[config.mk]
export PLATFORM = sky130hd
export DESIGN_NAME = lcg_bounded_random_unit_flat
export DESIGN_NICKNAME = d
export VERILOG_FILES = /design/src/rtl/lcgbr_pkg.sv /design/src/rtl/lcgbr_if.sv /design/src/rtl/lcgbr_div.sv /design/src/rtl/lcg_bounded_random_unit.sv /design/src/flat_wrapper.sv
export SDC_FILE = /design/constraint.sdc
export NUM_CORES = 1
export LEC_CHECK = 0
export BUFFER_PORTS_ARGS = -buffer_cell sky130_fd_sc_hd__buf_4
export CORE_MARGIN = 5
export CORE_UTILIZATION = 31
export CTS_CLUSTER_DIAMETER = 80
export CTS_CLUSTER_SIZE = 12
export DETAILED_ROUTE_END_ITERATION = 8
export GPL_ROUTABILITY_DRIVEN = 0
export PLACE_DENSITY_LB_ADDON = 0.15
export SLEW_MARGIN = 20
export SYNTH_ARGS = -nofsm -noshare
export SYNTH_HDL_FRONTEND = slang
export SYNTH_SLANG_ARGS = --single-unit
[constraint.sdc]
create_clock -name clk -period 6.1 [get_ports clk]
set_clock_uncertainty 0.05 [all_clocks]
set_input_delay 0.305 -clock clk [delete_from_list [all_inputs] [get_ports clk]]
set_output_delay 0.305 -clock clk [all_outputs]
set_load 0.02 [all_outputs]
[src/rtl/lcgbr_pkg.sv]
// Shared constants, types and state encoding for the bounded LCG random block.
`default_nettype none
package lcgbr_pkg;

  localparam int unsigned SEED_W  = 32;
  localparam int unsigned LIMIT_W = 32;
  localparam int unsigned RAND_W  = 31;

  // Configuration port: byte address, one 32-bit register per word.
  localparam int unsigned CFG_AW  = 3;
  localparam int unsigned CFG_DW  = 32;
  localparam int unsigned CFG_IW  = CFG_AW - 2;

  localparam logic [CFG_IW-1:0]  CFG_IDX_SEED_VALUE = '0;

  localparam logic [SEED_W-1:0]  LCG_MULT  = 32'h015A_4E35;
  localparam logic [SEED_W-1:0]  LCG_INC   = 32'h0000_0001;
  localparam logic [LIMIT_W-1:0] LOW_RANGE = 32'h0000_7FFF;

  typedef enum logic [2:0] {
    ST_IDLE,
    ST_MUL,
    ST_START,
    ST_DIV,
    ST_FIN
  } lcgbr_state_t;

endpackage
`default_nettype wire

[src/rtl/lcgbr_if.sv]
// Valid/ready channel interfaces for the limit beat and the result beat.
`default_nettype none
interface lcgbr_in_if;
  import lcgbr_pkg::*;

  logic                      valid;
  logic                      ready;
  logic signed [LIMIT_W-1:0] upper_limit;

  modport source (output valid, output upper_limit, input ready);
  modport sink   (input valid, input upper_limit, output ready);
endinterface

interface lcgbr_out_if;
  import lcgbr_pkg::*;

  logic                     valid;
  logic                     ready;
  logic        [RAND_W-1:0] random_value;
  logic signed [SEED_W-1:0] current_seed;

  modport source (output valid, output random_value, output current_seed, input ready);
  modport sink   (input valid, input random_value, input current_seed, output ready);
endinterface
`default_nettype wire

[src/rtl/lcgbr_div.sv]
// Bit-serial restoring divider that returns the remainder, one quotient bit per cycle.
`default_nettype none
module lcgbr_div #(
  parameter int unsigned Width = lcgbr_pkg::SEED_W
) (
  input  wire logic             clk,
  input  wire logic             rst_n,
  input  wire logic             start,
  input  wire logic [Width-1:0] dividend,
  input  wire logic [Width-2:0] divisor,
  output logic                  busy,
  output logic                  done,
  output logic      [Width-2:0] remainder
);
  import lcgbr_pkg::*;

  localparam int unsigned CntW = $clog2(Width);

  logic [Width-1:0] dvd_r, dvd_nxt;
  logic [Width-2:0] dvs_r, dvs_nxt;
  logic [Width-1:0] rem_r, rem_nxt;
  logic [CntW-1:0]  cnt_r, cnt_nxt;
  logic             busy_r, busy_nxt;

  logic [Width-1:0] rem_sh;
  logic [Width:0]   diff;

  // One restoring step: shift in the next dividend bit, subtract if it fits.
  assign rem_sh = {rem_r[Width-2:0], dvd_r[Width-1]};
  assign diff   = {1'b0, rem_sh} - {2'b00, dvs_r};

  always_comb begin
    dvd_nxt  = dvd_r;
    dvs_nxt  = dvs_r;
    rem_nxt  = rem_r;
    cnt_nxt  = cnt_r;
    busy_nxt = busy_r;
    if (start) begin
      dvd_nxt  = dividend;
      dvs_nxt  = divisor;
      rem_nxt  = '0;
      cnt_nxt  = CntW'(Width - 1);
      busy_nxt = 1'b1;
    end else if (busy_r) begin
      dvd_nxt = {dvd_r[Width-2:0], 1'b0};
      rem_nxt = diff[Width] ? rem_sh : diff[Width-1:0];
      cnt_nxt = cnt_r - CntW'(1);
      if (cnt_r == '0) begin
        busy_nxt = 1'b0;
      end
    end
  end

  always_ff @(posedge clk) begin
    if (!rst_n) begin
      busy_r <= 1'b0;
      cnt_r  <= '0;
    end else begin
      busy_r <= busy_nxt;
      cnt_r  <= cnt_nxt;
    end
  end

  always_ff @(posedge clk) begin
    dvd_r <= dvd_nxt;
    dvs_r <= dvs_nxt;
    rem_r <= rem_nxt;
  end

  assign busy      = busy_r;
  assign done      = busy_r && (cnt_r == '0);
  assign remainder = rem_r[Width-2:0];

  a_start_idle: assert property (@(posedge clk) disable iff (!rst_n)
    start |-> !busy_r)
    else $error("divider started while busy");

  a_done_frees: assert property (@(posedge clk) disable iff (!rst_n)
    done |=> !busy_r)
    else $error("divider still busy after last step");

  a_rem_bound: assert property (@(posedge clk) disable iff (!rst_n)
    (busy_r && dvs_r != '0) |-> (rem_r < {1'b0, dvs_r}))
    else $error("partial remainder not below divisor");

endmodule
`default_nettype wire

[src/rtl/lcg_bounded_random_unit.sv]
// Top level: LCG seed register, sequencer, APB seed port and result register.
// Each limit beat advances a 32-bit linear congruential seed (x*0x015A4E35+1)
// and returns a value in 0 .. limit-1 together with the new seed. A positive
// limit passes through the seed multiply, the divider load, the bit-serial
// remainder unit (one quotient bit per cycle) and the result write, which
// waits while the output register holds a result that is not yet taken.
// A zero or negative limit returns 0 and the unchanged seed.
// The block takes one limit at a time; the next limit is accepted as soon as
// the result is in the output register, even while that result waits.
// Writing reg 0 (byte address 0) loads the seed; reads return the last write.
`default_nettype none
module lcg_bounded_random_unit (
  input  wire logic                         clk,
  input  wire logic                         rst_n,
  lcgbr_in_if.sink                          in_ch,
  lcgbr_out_if.source                       out_ch,
  input  wire logic                         cfg_psel,
  input  wire logic                         cfg_penable,
  input  wire logic                         cfg_pwrite,
  input  wire logic [lcgbr_pkg::CFG_AW-1:0] cfg_paddr,
  input  wire logic [lcgbr_pkg::CFG_DW-1:0] cfg_pwdata,
  output logic      [lcgbr_pkg::CFG_DW-1:0] cfg_prdata,
  output logic                              cfg_pready
);
  import lcgbr_pkg::*;

  lcgbr_state_t st_r, st_nxt;

  logic [SEED_W-1:0]  seed_r, seed_nxt;
  logic [SEED_W-1:0]  seed_value_r, seed_value_nxt;
  logic [LIMIT_W-1:0] lim_r, lim_nxt;
  logic               pos_r, pos_nxt;
  logic [RAND_W-1:0]  out_rand_r, out_rand_nxt;
  logic [SEED_W-1:0]  out_seed_r, out_seed_nxt;
  logic               out_valid_r, out_valid_nxt;

  logic               in_acc;
  logic               in_pos;
  logic               cfg_wr;
  logic               seed_adv;
  logic               div_start;
  logic               out_load;
  logic               slot_free;
  logic [SEED_W-1:0]  seed_prod;
  logic [SEED_W-1:0]  seed_mag;
  logic [SEED_W-1:0]  div_dvd;
  logic               div_busy;
  logic               div_done;
  logic [RAND_W-1:0]  div_rem;

  assign in_acc    = in_ch.valid && in_ch.ready;
  assign in_pos    = !in_ch.upper_limit[LIMIT_W-1] && (in_ch.upper_limit != '0);
  assign cfg_wr    = cfg_psel && cfg_penable && cfg_pwrite && cfg_pready
                     && (cfg_paddr[CFG_AW-1:2] == CFG_IDX_SEED_VALUE);
  assign slot_free = !out_valid_r || out_ch.ready;

  // Low 32 bits of the product only; the seed wraps mod 2^32.
  assign seed_prod = SEED_W'(seed_r * LCG_MULT) + LCG_INC;
  // Most negative seed maps to 2^31, which still fits unsigned.
  assign seed_mag  = seed_r[SEED_W-1] ? (~seed_r + SEED_W'(1)) : seed_r;
  assign div_dvd   = (lim_r < LOW_RANGE) ? {16'h0000, seed_mag[SEED_W-1:16]} : seed_mag;

  lcgbr_div #(
    .Width (SEED_W)
  ) u_div (
    .clk       (clk),
    .rst_n     (rst_n),
    .start     (div_start),
    .dividend  (div_dvd),
    .divisor   (lim_r[RAND_W-1:0]),
    .busy      (div_busy),
    .done      (div_done),
    .remainder (div_rem)
  );

  // Next state.
  always_comb begin
    st_nxt = st_r;
    unique case (st_r)
      ST_IDLE: begin
        if (in_acc) begin
          st_nxt = in_pos ? ST_MUL : ST_FIN;
        end
      end
      ST_MUL:   st_nxt = ST_START;
      ST_START: st_nxt = ST_DIV;
      ST_DIV: begin
        if (div_done) begin
          st_nxt = ST_FIN;
        end
      end
      ST_FIN: begin
        if (slot_free) begin
          st_nxt = ST_IDLE;
        end
      end
      default: st_nxt = ST_IDLE;
    endcase
  end

  // Sequencer outputs.
  always_comb begin
    in_ch.ready = 1'b0;
    seed_adv    = 1'b0;
    div_start   = 1'b0;
    out_load    = 1'b0;
    unique case (st_r)
      ST_IDLE:  in_ch.ready = 1'b1;
      ST_MUL:   seed_adv    = 1'b1;
      ST_START: div_start   = 1'b1;
      ST_DIV:   ;
      ST_FIN:   out_load    = slot_free;
      default:  ;
    endcase
  end

  always_comb begin
    seed_nxt       = seed_r;
    seed_value_nxt = seed_value_r;
    lim_nxt        = lim_r;
    pos_nxt        = pos_r;
    out_rand_nxt   = out_rand_r;
    out_seed_nxt   = out_seed_r;
    out_valid_nxt  = out_valid_r;

    if (cfg_wr) begin
      seed_value_nxt = cfg_pwdata[SEED_W-1:0];
      seed_nxt       = cfg_pwdata[SEED_W-1:0];
    end else if (seed_adv) begin
      seed_nxt = seed_prod;
    end

    if (in_acc) begin
      lim_nxt = in_ch.upper_limit;
      pos_nxt = in_pos;
    end

    // Drop the taken beat, then load a new one if finished.
    if (out_valid_r && out_ch.ready) begin
      out_valid_nxt = 1'b0;
    end
    if (out_load) begin
      out_rand_nxt  = pos_r ? div_rem : '0;
      out_seed_nxt  = seed_r;
      out_valid_nxt = 1'b1;
    end
  end

  always_ff @(posedge clk) begin
    if (!rst_n) begin
      st_r         <= ST_IDLE;
      seed_r       <= '0;
      seed_value_r <= '0;
      out_valid_r  <= 1'b0;
    end else begin
      st_r         <= st_nxt;
      seed_r       <= seed_nxt;
      seed_value_r <= seed_value_nxt;
      out_valid_r  <= out_valid_nxt;
    end
  end

  always_ff @(posedge clk) begin
    lim_r      <= lim_nxt;
    pos_r      <= pos_nxt;
    out_rand_r <= out_rand_nxt;
    out_seed_r <= out_seed_nxt;
  end

  assign out_ch.valid        = out_valid_r;
  assign out_ch.random_value = out_rand_r;
  assign out_ch.current_seed = out_seed_r;

  assign cfg_pready = 1'b1;
  assign cfg_prdata = (cfg_paddr[CFG_AW-1:2] == CFG_IDX_SEED_VALUE) ?
                      CFG_DW'(seed_value_r) : '0;

  a_accept_blocks: assert property (@(posedge clk) disable iff (!rst_n)
    in_acc |=> !in_ch.ready)
    else $error("limit accepted while previous one still in work");

  a_div_tracks: assert property (@(posedge clk) disable iff (!rst_n)
    (st_r == ST_DIV) |-> div_busy)
    else $error("sequencer waits on an idle divider");

  a_fin_idle: assert property (@(posedge clk) disable iff (!rst_n)
    (st_r == ST_FIN) |-> !div_busy)
    else $error("result written while divider still runs");

  a_rand_bound: assert property (@(posedge clk) disable iff (!rst_n)
    (out_load && pos_r) |-> (div_rem < lim_r[RAND_W-1:0]))
    else $error("random value not below limit");

endmodule
`default_nettype wire

[src/flat_wrapper.sv]
// flat-port wrapper written by rule: the top's interface ports become plain ports
module lcg_bounded_random_unit_flat import lcgbr_pkg::*;
  (clk, rst_n, cfg_psel, cfg_penable, cfg_pwrite, cfg_paddr, cfg_pwdata, cfg_prdata, cfg_pready, in_ch_valid, in_ch_upper_limit, in_ch_ready, out_ch_valid, out_ch_random_value, out_ch_current_seed, out_ch_ready);
  lcgbr_in_if in_ch_i ();
  lcgbr_out_if out_ch_i ();
  input  wire logic clk;
  input  wire logic rst_n;
  input  wire logic cfg_psel;
  input  wire logic cfg_penable;
  input  wire logic cfg_pwrite;
  input  wire logic [lcgbr_pkg::CFG_AW-1:0] cfg_paddr;
  input  wire logic [lcgbr_pkg::CFG_DW-1:0] cfg_pwdata;
  output logic      [lcgbr_pkg::CFG_DW-1:0] cfg_prdata;
  output logic cfg_pready;
  input wire logic [$bits(in_ch_i.valid)-1:0] in_ch_valid;
  input wire logic [$bits(in_ch_i.upper_limit)-1:0] in_ch_upper_limit;
  output wire logic [$bits(in_ch_i.ready)-1:0] in_ch_ready;
  output wire logic [$bits(out_ch_i.valid)-1:0] out_ch_valid;
  output wire logic [$bits(out_ch_i.random_value)-1:0] out_ch_random_value;
  output wire logic [$bits(out_ch_i.current_seed)-1:0] out_ch_current_seed;
  input wire logic [$bits(out_ch_i.ready)-1:0] out_ch_ready;
  assign in_ch_i.valid = in_ch_valid;
  assign in_ch_i.upper_limit = in_ch_upper_limit;
  assign in_ch_ready = in_ch_i.ready;
  assign out_ch_valid = out_ch_i.valid;
  assign out_ch_random_value = out_ch_i.random_value;
  assign out_ch_current_seed = out_ch_i.current_seed;
  assign out_ch_i.ready = out_ch_ready;
  lcg_bounded_random_unit u_core (.clk(clk), .rst_n(rst_n), .in_ch(in_ch_i), .out_ch(out_ch_i), .cfg_psel(cfg_psel), .cfg_penable(cfg_penable), .cfg_pwrite(cfg_pwrite), .cfg_paddr(cfg_paddr), .cfg_pwdata(cfg_pwdata), .cfg_prdata(cfg_prdata), .cfg_pready(cfg_pready));
endmodule
* Yosys cells after proc, flatten, opt, wreduce, memory -nomap -nowiden
Cells that the tools add are included.
** Storage, ports and cells
- Flip-flop bits (word level) :: 264
- Logic and storage cells :: 69
** Operators by class
- Add/sub/neg operators :: 4
- Multipliers :: 1
- $lt $le $gt $ge :: 1
- Equality and inequality tests :: 7
- Mux-type cells :: 24
- Bitwise operators :: 2
- Reduce and logical (&&, ||, !) cells :: 17
** Operator list (count)
- 32-bit 2-to-1 mux :: 7
- 32-bit by 1-bit adder with 32-bit output (second input constant) :: 2
- 32-bit by 31-bit subtractor with 33-bit output :: 1
- 32-bit by 15-bit < comparator with 1-bit output (second input constant) :: 1
- 32-bit by 25-bit multiplier with 32-bit output (second input constant) :: 1
- 32-bit inverter :: 1
- 32-bit nonzero test :: 1
- 31-bit 2-to-1 mux :: 1
- 3-bit one-hot mux with 5 select lines :: 1
- 3-bit 2-to-1 mux :: 4
- 5-bit 2-to-1 mux :: 2
- 1-bit 2-to-1 mux :: 9
- 1-bit logical AND :: 7
- 3-bit by 2-bit equality test with 1-bit output (second input constant) :: 2
- 2-bit by 1-bit inequality test with 1-bit output (second input constant) :: 3
- 2-bit nonzero test :: 3
- 5-bit zero test :: 1
- 5-bit by 1-bit subtractor with 5-bit output (second input constant) :: 1
- 3-bit by 1-bit equality test with 1-bit output (second input constant) :: 1
- 3-bit equality test (second input constant) :: 1
- 3-bit zero test :: 1
- 3-bit AND reduction :: 1
- 1-bit zero test :: 2
- 1-bit logical OR :: 1
- 1-bit inverter :: 1

* Longest topological paths before layout
- Depth in word-level cells :: 5
- Mapped depth :: 23

* Hierarchy
Synthesis repeated with hierarchy kept, for this count alone.
** Unflattened totals
- Cells, all modules :: 2196
- Area, all modules :: 21652.0 um2
** By module, submodules not included
- lcg_bounded_random_unit :: times used 1, cells an instance 1644, area each 15860.2 um2
- lcgbr_div :: times used 1, cells an instance 552, area each 5791.8 um2

* Least setup slack after synthesis
Ideal clock, no wire load.
- Kind :: reg2reg
- From :: register u_core.seed_r[16]
- To :: register u_core.seed_r[30]
- Arrival :: 6.013 ns
- Slack :: -0.092 ns
- Cell stages (with the launch flop) :: 23
- Clock period less this slack :: 6.192 ns
- Cells stage by stage :: dfxtp_1 inv_1 ha_1 fa_1 inv_1 fa_1 fa_1 inv_1 fa_1 fa_1 inv_1 fa_1 inv_1 ha_1 clkbuf_1 a2111oi_0 o21ai_0 a31o_2 a21oi_1 a21boi_0 o31ai_1 mux2i_1 a31oi_1
** On the way
- Cells in the longest elaborated chain, start to end :: 4
** RTL lines
- from (decl) :: RTL line lcg_bounded_random_unit.sv:29 : logic [SEED_W-1:0] seed_r, seed_nxt;
- from (signal assigned) :: RTL line lcg_bounded_random_unit.sv:157 : seed_r <= seed_nxt;
- 32-bit by 25-bit multiplier with 32-bit output :: RTL line lcg_bounded_random_unit.sv:58 : assign seed_prod = SEED_W'(seed_r * LCG_MULT) + LCG_INC;
- 32-bit by 1-bit adder with 32-bit output :: RTL line lcg_bounded_random_unit.sv:58
- 32-bit 2-to-1 mux :: RTL line lcg_bounded_random_unit.sv:129 : end else if (seed_adv) begin
- 32-bit 2-to-1 mux :: RTL line lcg_bounded_random_unit.sv:126 : if (cfg_wr) begin
No other way between the ends. The select of a mux whose other input is x is not followed.
A chain may end at the register's enable or synchronous reset.

* Worst setup path in the final report
- From :: register u_core.seed_r[13]
- To :: register u_core.seed_r[28]
The elaborated chain is that of the path after synthesis.

==> results.yml <==
run_status:
  outcome: "finished, final reports clean"
yosys:
  synth-seq-cells: 264
  synth_edf_count: 159
  synthDominantCellAreaShare_pct: 22.09
  synth_area_leaders: "edfxtp_1 22%, fa_1 16%, ha_1 14%, dfxtp_1 9.7%, inv_1 7.1%"
  synth_fp_nets: 2715
  netlist-cell-type-count: 81
  syn_inst: 2228
  yosysSeqAreaShare_pct: 31.82
  syn-cell-area_mm2: 0.02161
  yosysTopAreaCell: "edfxtp_1"
  yosysWarnings: 0
  yosysMostFrequentCell: "inv_1"
  ys_async_sr_fraction_pct: 0
  avgSynthCellArea_um2: 9.700
  synth-main-ff-cell: "edfxtp_1"
  synthTopCellsByCount: "411 x inv_1, 245 x ha_1, 200 x nand2_1"
cts:
  clock-root-buffer: "clkbuf_16"
  cts_tree: "built"
  clock_path_buffers: 3
  insertion_delay_ps: 600
  cts.sinks: 264
  cts_buffers: 28
  clk_pin_slew_ps: 60
  cts_htree_levels: 1
routing:
  dr.first_iter.drc_count: 932
  finalWirelength_um: 69890
  drt_drc_violations_left: 0
  drt-pass1-iter-count: 5
  vias_per_cell: 4.776
  vias: 16880
  ant_nets: 0
  avgRoutedWirePerCell_um: 19.77
floorplanning:
  core_mm2: 0.06883
  die_w_um: 274.0
  rows: 96
  die_height_um: 274.0
  die_area_mm2: 0.07509
  start_util_pct: 31.40
  num_io_pins: 172
worst_setup_path:
  reg2reg_slack_ps: 240
  startpoint_type: "register"
  crit_required_ps: 6500
  cp.arrival_ps: 6260
  critPathMaxFanout: 3
  timing.rr.start: "u_core.seed_r[13]"
  critPathKind: "register to register"
  rr_endpoint: "u_core.seed_r[28]"
  cp-end-kind: "register"
  r2r_cells: 22
grt:
  grt_pass1_vias: 17830
  grt_overflow: 0
  grt_usage_pct: 18.45
  antenna_found_initial: 2
  grt_first_pass_wirelength_um: 107300
  grt_max_degree: 79
placed_design:
  port_buffers: 168
  pre_cts_slack_ps: -255.8
  dp.cells: 3415
  dp_hpwl_um: 56520
  dpl_cell_area_mm2: 0.02500
timing:
  fmax_mhz: 170.5
  setup_ws_ps: 235.2
  maxSlewHeadroom_pct: 27.37
  finalCriticalPeriod_ps: 5865
  finalSetupViolations: 0
  maxSlewViolCount: 0
  post-route-period-util_pct: 96.14
  tightest_slew_ps: 1087
  finalHoldViolations: 0
hold_path:
  holdPathStages: 3
  hold_path.startpoint: "cfg_pwdata[3]"
  hold_class: "primary input to register"
  hold_path_end: "u_core.seed_value_r[3]"
layout:
  final_cells: 3535
  drive_above_1_share_pct: 19.25
  nNetsFinal: 3070
  final_cell_area_mm2: 0.02701
  syn_to_final_growth_pct: 25.00
job:
  cap_violations: 0
## worst max-delay path: stages (launching register included)
cell and delay [ps]:
dfxtp_4 380, clkinvlp_4 170, ha_4 260, fa_1 500
inv_2 50, fa_1 410, fa_2 550, inv_1 60
fa_2 480, fa_1 540, inv_1 50, fa_1 540
inv_1 50, ha_2 300, a21oi_1 200, o21ai_1 100
a31o_2 270, a21oi_4 140, a21boi_2 90, buf_4 150
nor2_2 90, mux2i_1 190, a31oi_1 100
## per-stage QoR
step	TNS (ps)	hold WS, ps	utilization [%]
floorplan	0	353.9	-
global placement	-940.2	374.9	36.33
detailed placement	-981.6	377.5	36.33
CTS	0	14.21	38.50
global route	-12.79	29.33	39.24
finish	0	35.36	39.25
## layout make-up
| cell class | count | area [um^2] |
|---|---|---|
| antenna | 2 | 5.005 |
| sequential | 264 | 6912 |
| fill | 6970 | 41810 |
| multi-input combinational | 1472 | 13360 |
| clock buffer | 42 | 753.2 |
| inverter | 412 | 1553 |
| tap | 931 | 1165 |
| timing repair buffer | 405 | 3189 |
| clock inverter | 7 | 78.83 |
## cell families (layout without fill, tap and decap cells)
group,count (synthesis),in the layout,share of synthesized area [%]
other cells,1,3,0.01735
compound gates,446,446,13.53
flops,264,264,31.82
xor+xnor,91,91,3.688
mux,17,17,0.7932
fa+ha+maj,413,413,29.75
buf+inv,492,866,8.661
simple gates,504,504,11.74
## cell usage in the layout (no fill, tap or decap), types with 23 or more instances in the layout
cell / Yosys / layout
ha_4: 0 / 23
fa_1: 168 / 161
edfxtp_1: 159 / 159
a31oi_1: 28 / 28
nand2_1: 200 / 195
nor2_1: 56 / 54
inv_1: 411 / 391
a21boi_0: 50 / 49
nor3_1: 31 / 29
dlygate4sd3_1: 0 / 58
o21ai_0: 110 / 105
clkbuf_16: 0 / 28
xnor2_1: 70 / 70
buf_4: 2 / 346
a21oi_1: 101 / 97
ha_1: 245 / 216
nor2b_1: 49 / 49
dfxtp_1: 105 / 91
and2_1: 44 / 44
## layer usage
metal	GRT usage, %	up-vias	share of wire, %
li1	-	8196	-
met1	24.09	8247	44
met2	31.56	345	48
met3	3.010	93	4.5
met4	5.456	2	3.1
met5	0	-	0.017
## worst max-delay path by stage
stage / end / from / depth (start not counted) / slack [ps]
after floorplan: u_core.seed_r[30] / u_core.seed_r[16] / 22 / 20
after global placement: u_core.seed_r[31] / u_core.seed_r[14] / 21 / -250
after detailed placement: u_core.seed_r[31] / u_core.seed_r[13] / 21 / -260
after CTS: u_core.seed_r[27] / u_core.seed_r[14] / 23 / 1
after global routing: u_core.seed_r[27] / u_core.seed_r[14] / 22 / -10
final: u_core.seed_r[28] / u_core.seed_r[13] / 22 / 240
## registers in the layout (all words and copies together) (netlist names)
register and count:
u_core.lim_r 32, u_core.out_ch.current_seed 32, u_core.seed_r 32, u_core.seed_value_r 32
u_core.u_div.dvd_r 32, u_core.out_ch.random_value 31, u_core.u_div.dvs_r 31, u_core.u_div.rem_r 31
u_core.u_div.cnt_r 5, u_core.st_r 3, u_core.out_ch.valid 1, u_core.pos_r 1
u_core.u_div.busy 1
## timing repair
action,in CTS,in global routing
pin swaps,4,47
endpoints found under the hold margin,74,0
endpoints found under the setup margin,9,14
hold buffers,58,0
setup buffers,0,11
gates resized for setup,22,96
Power is left out: the tool's default activity adds up to more than one toggle a clock period on the data nets, which glitch-free logic cannot reach.
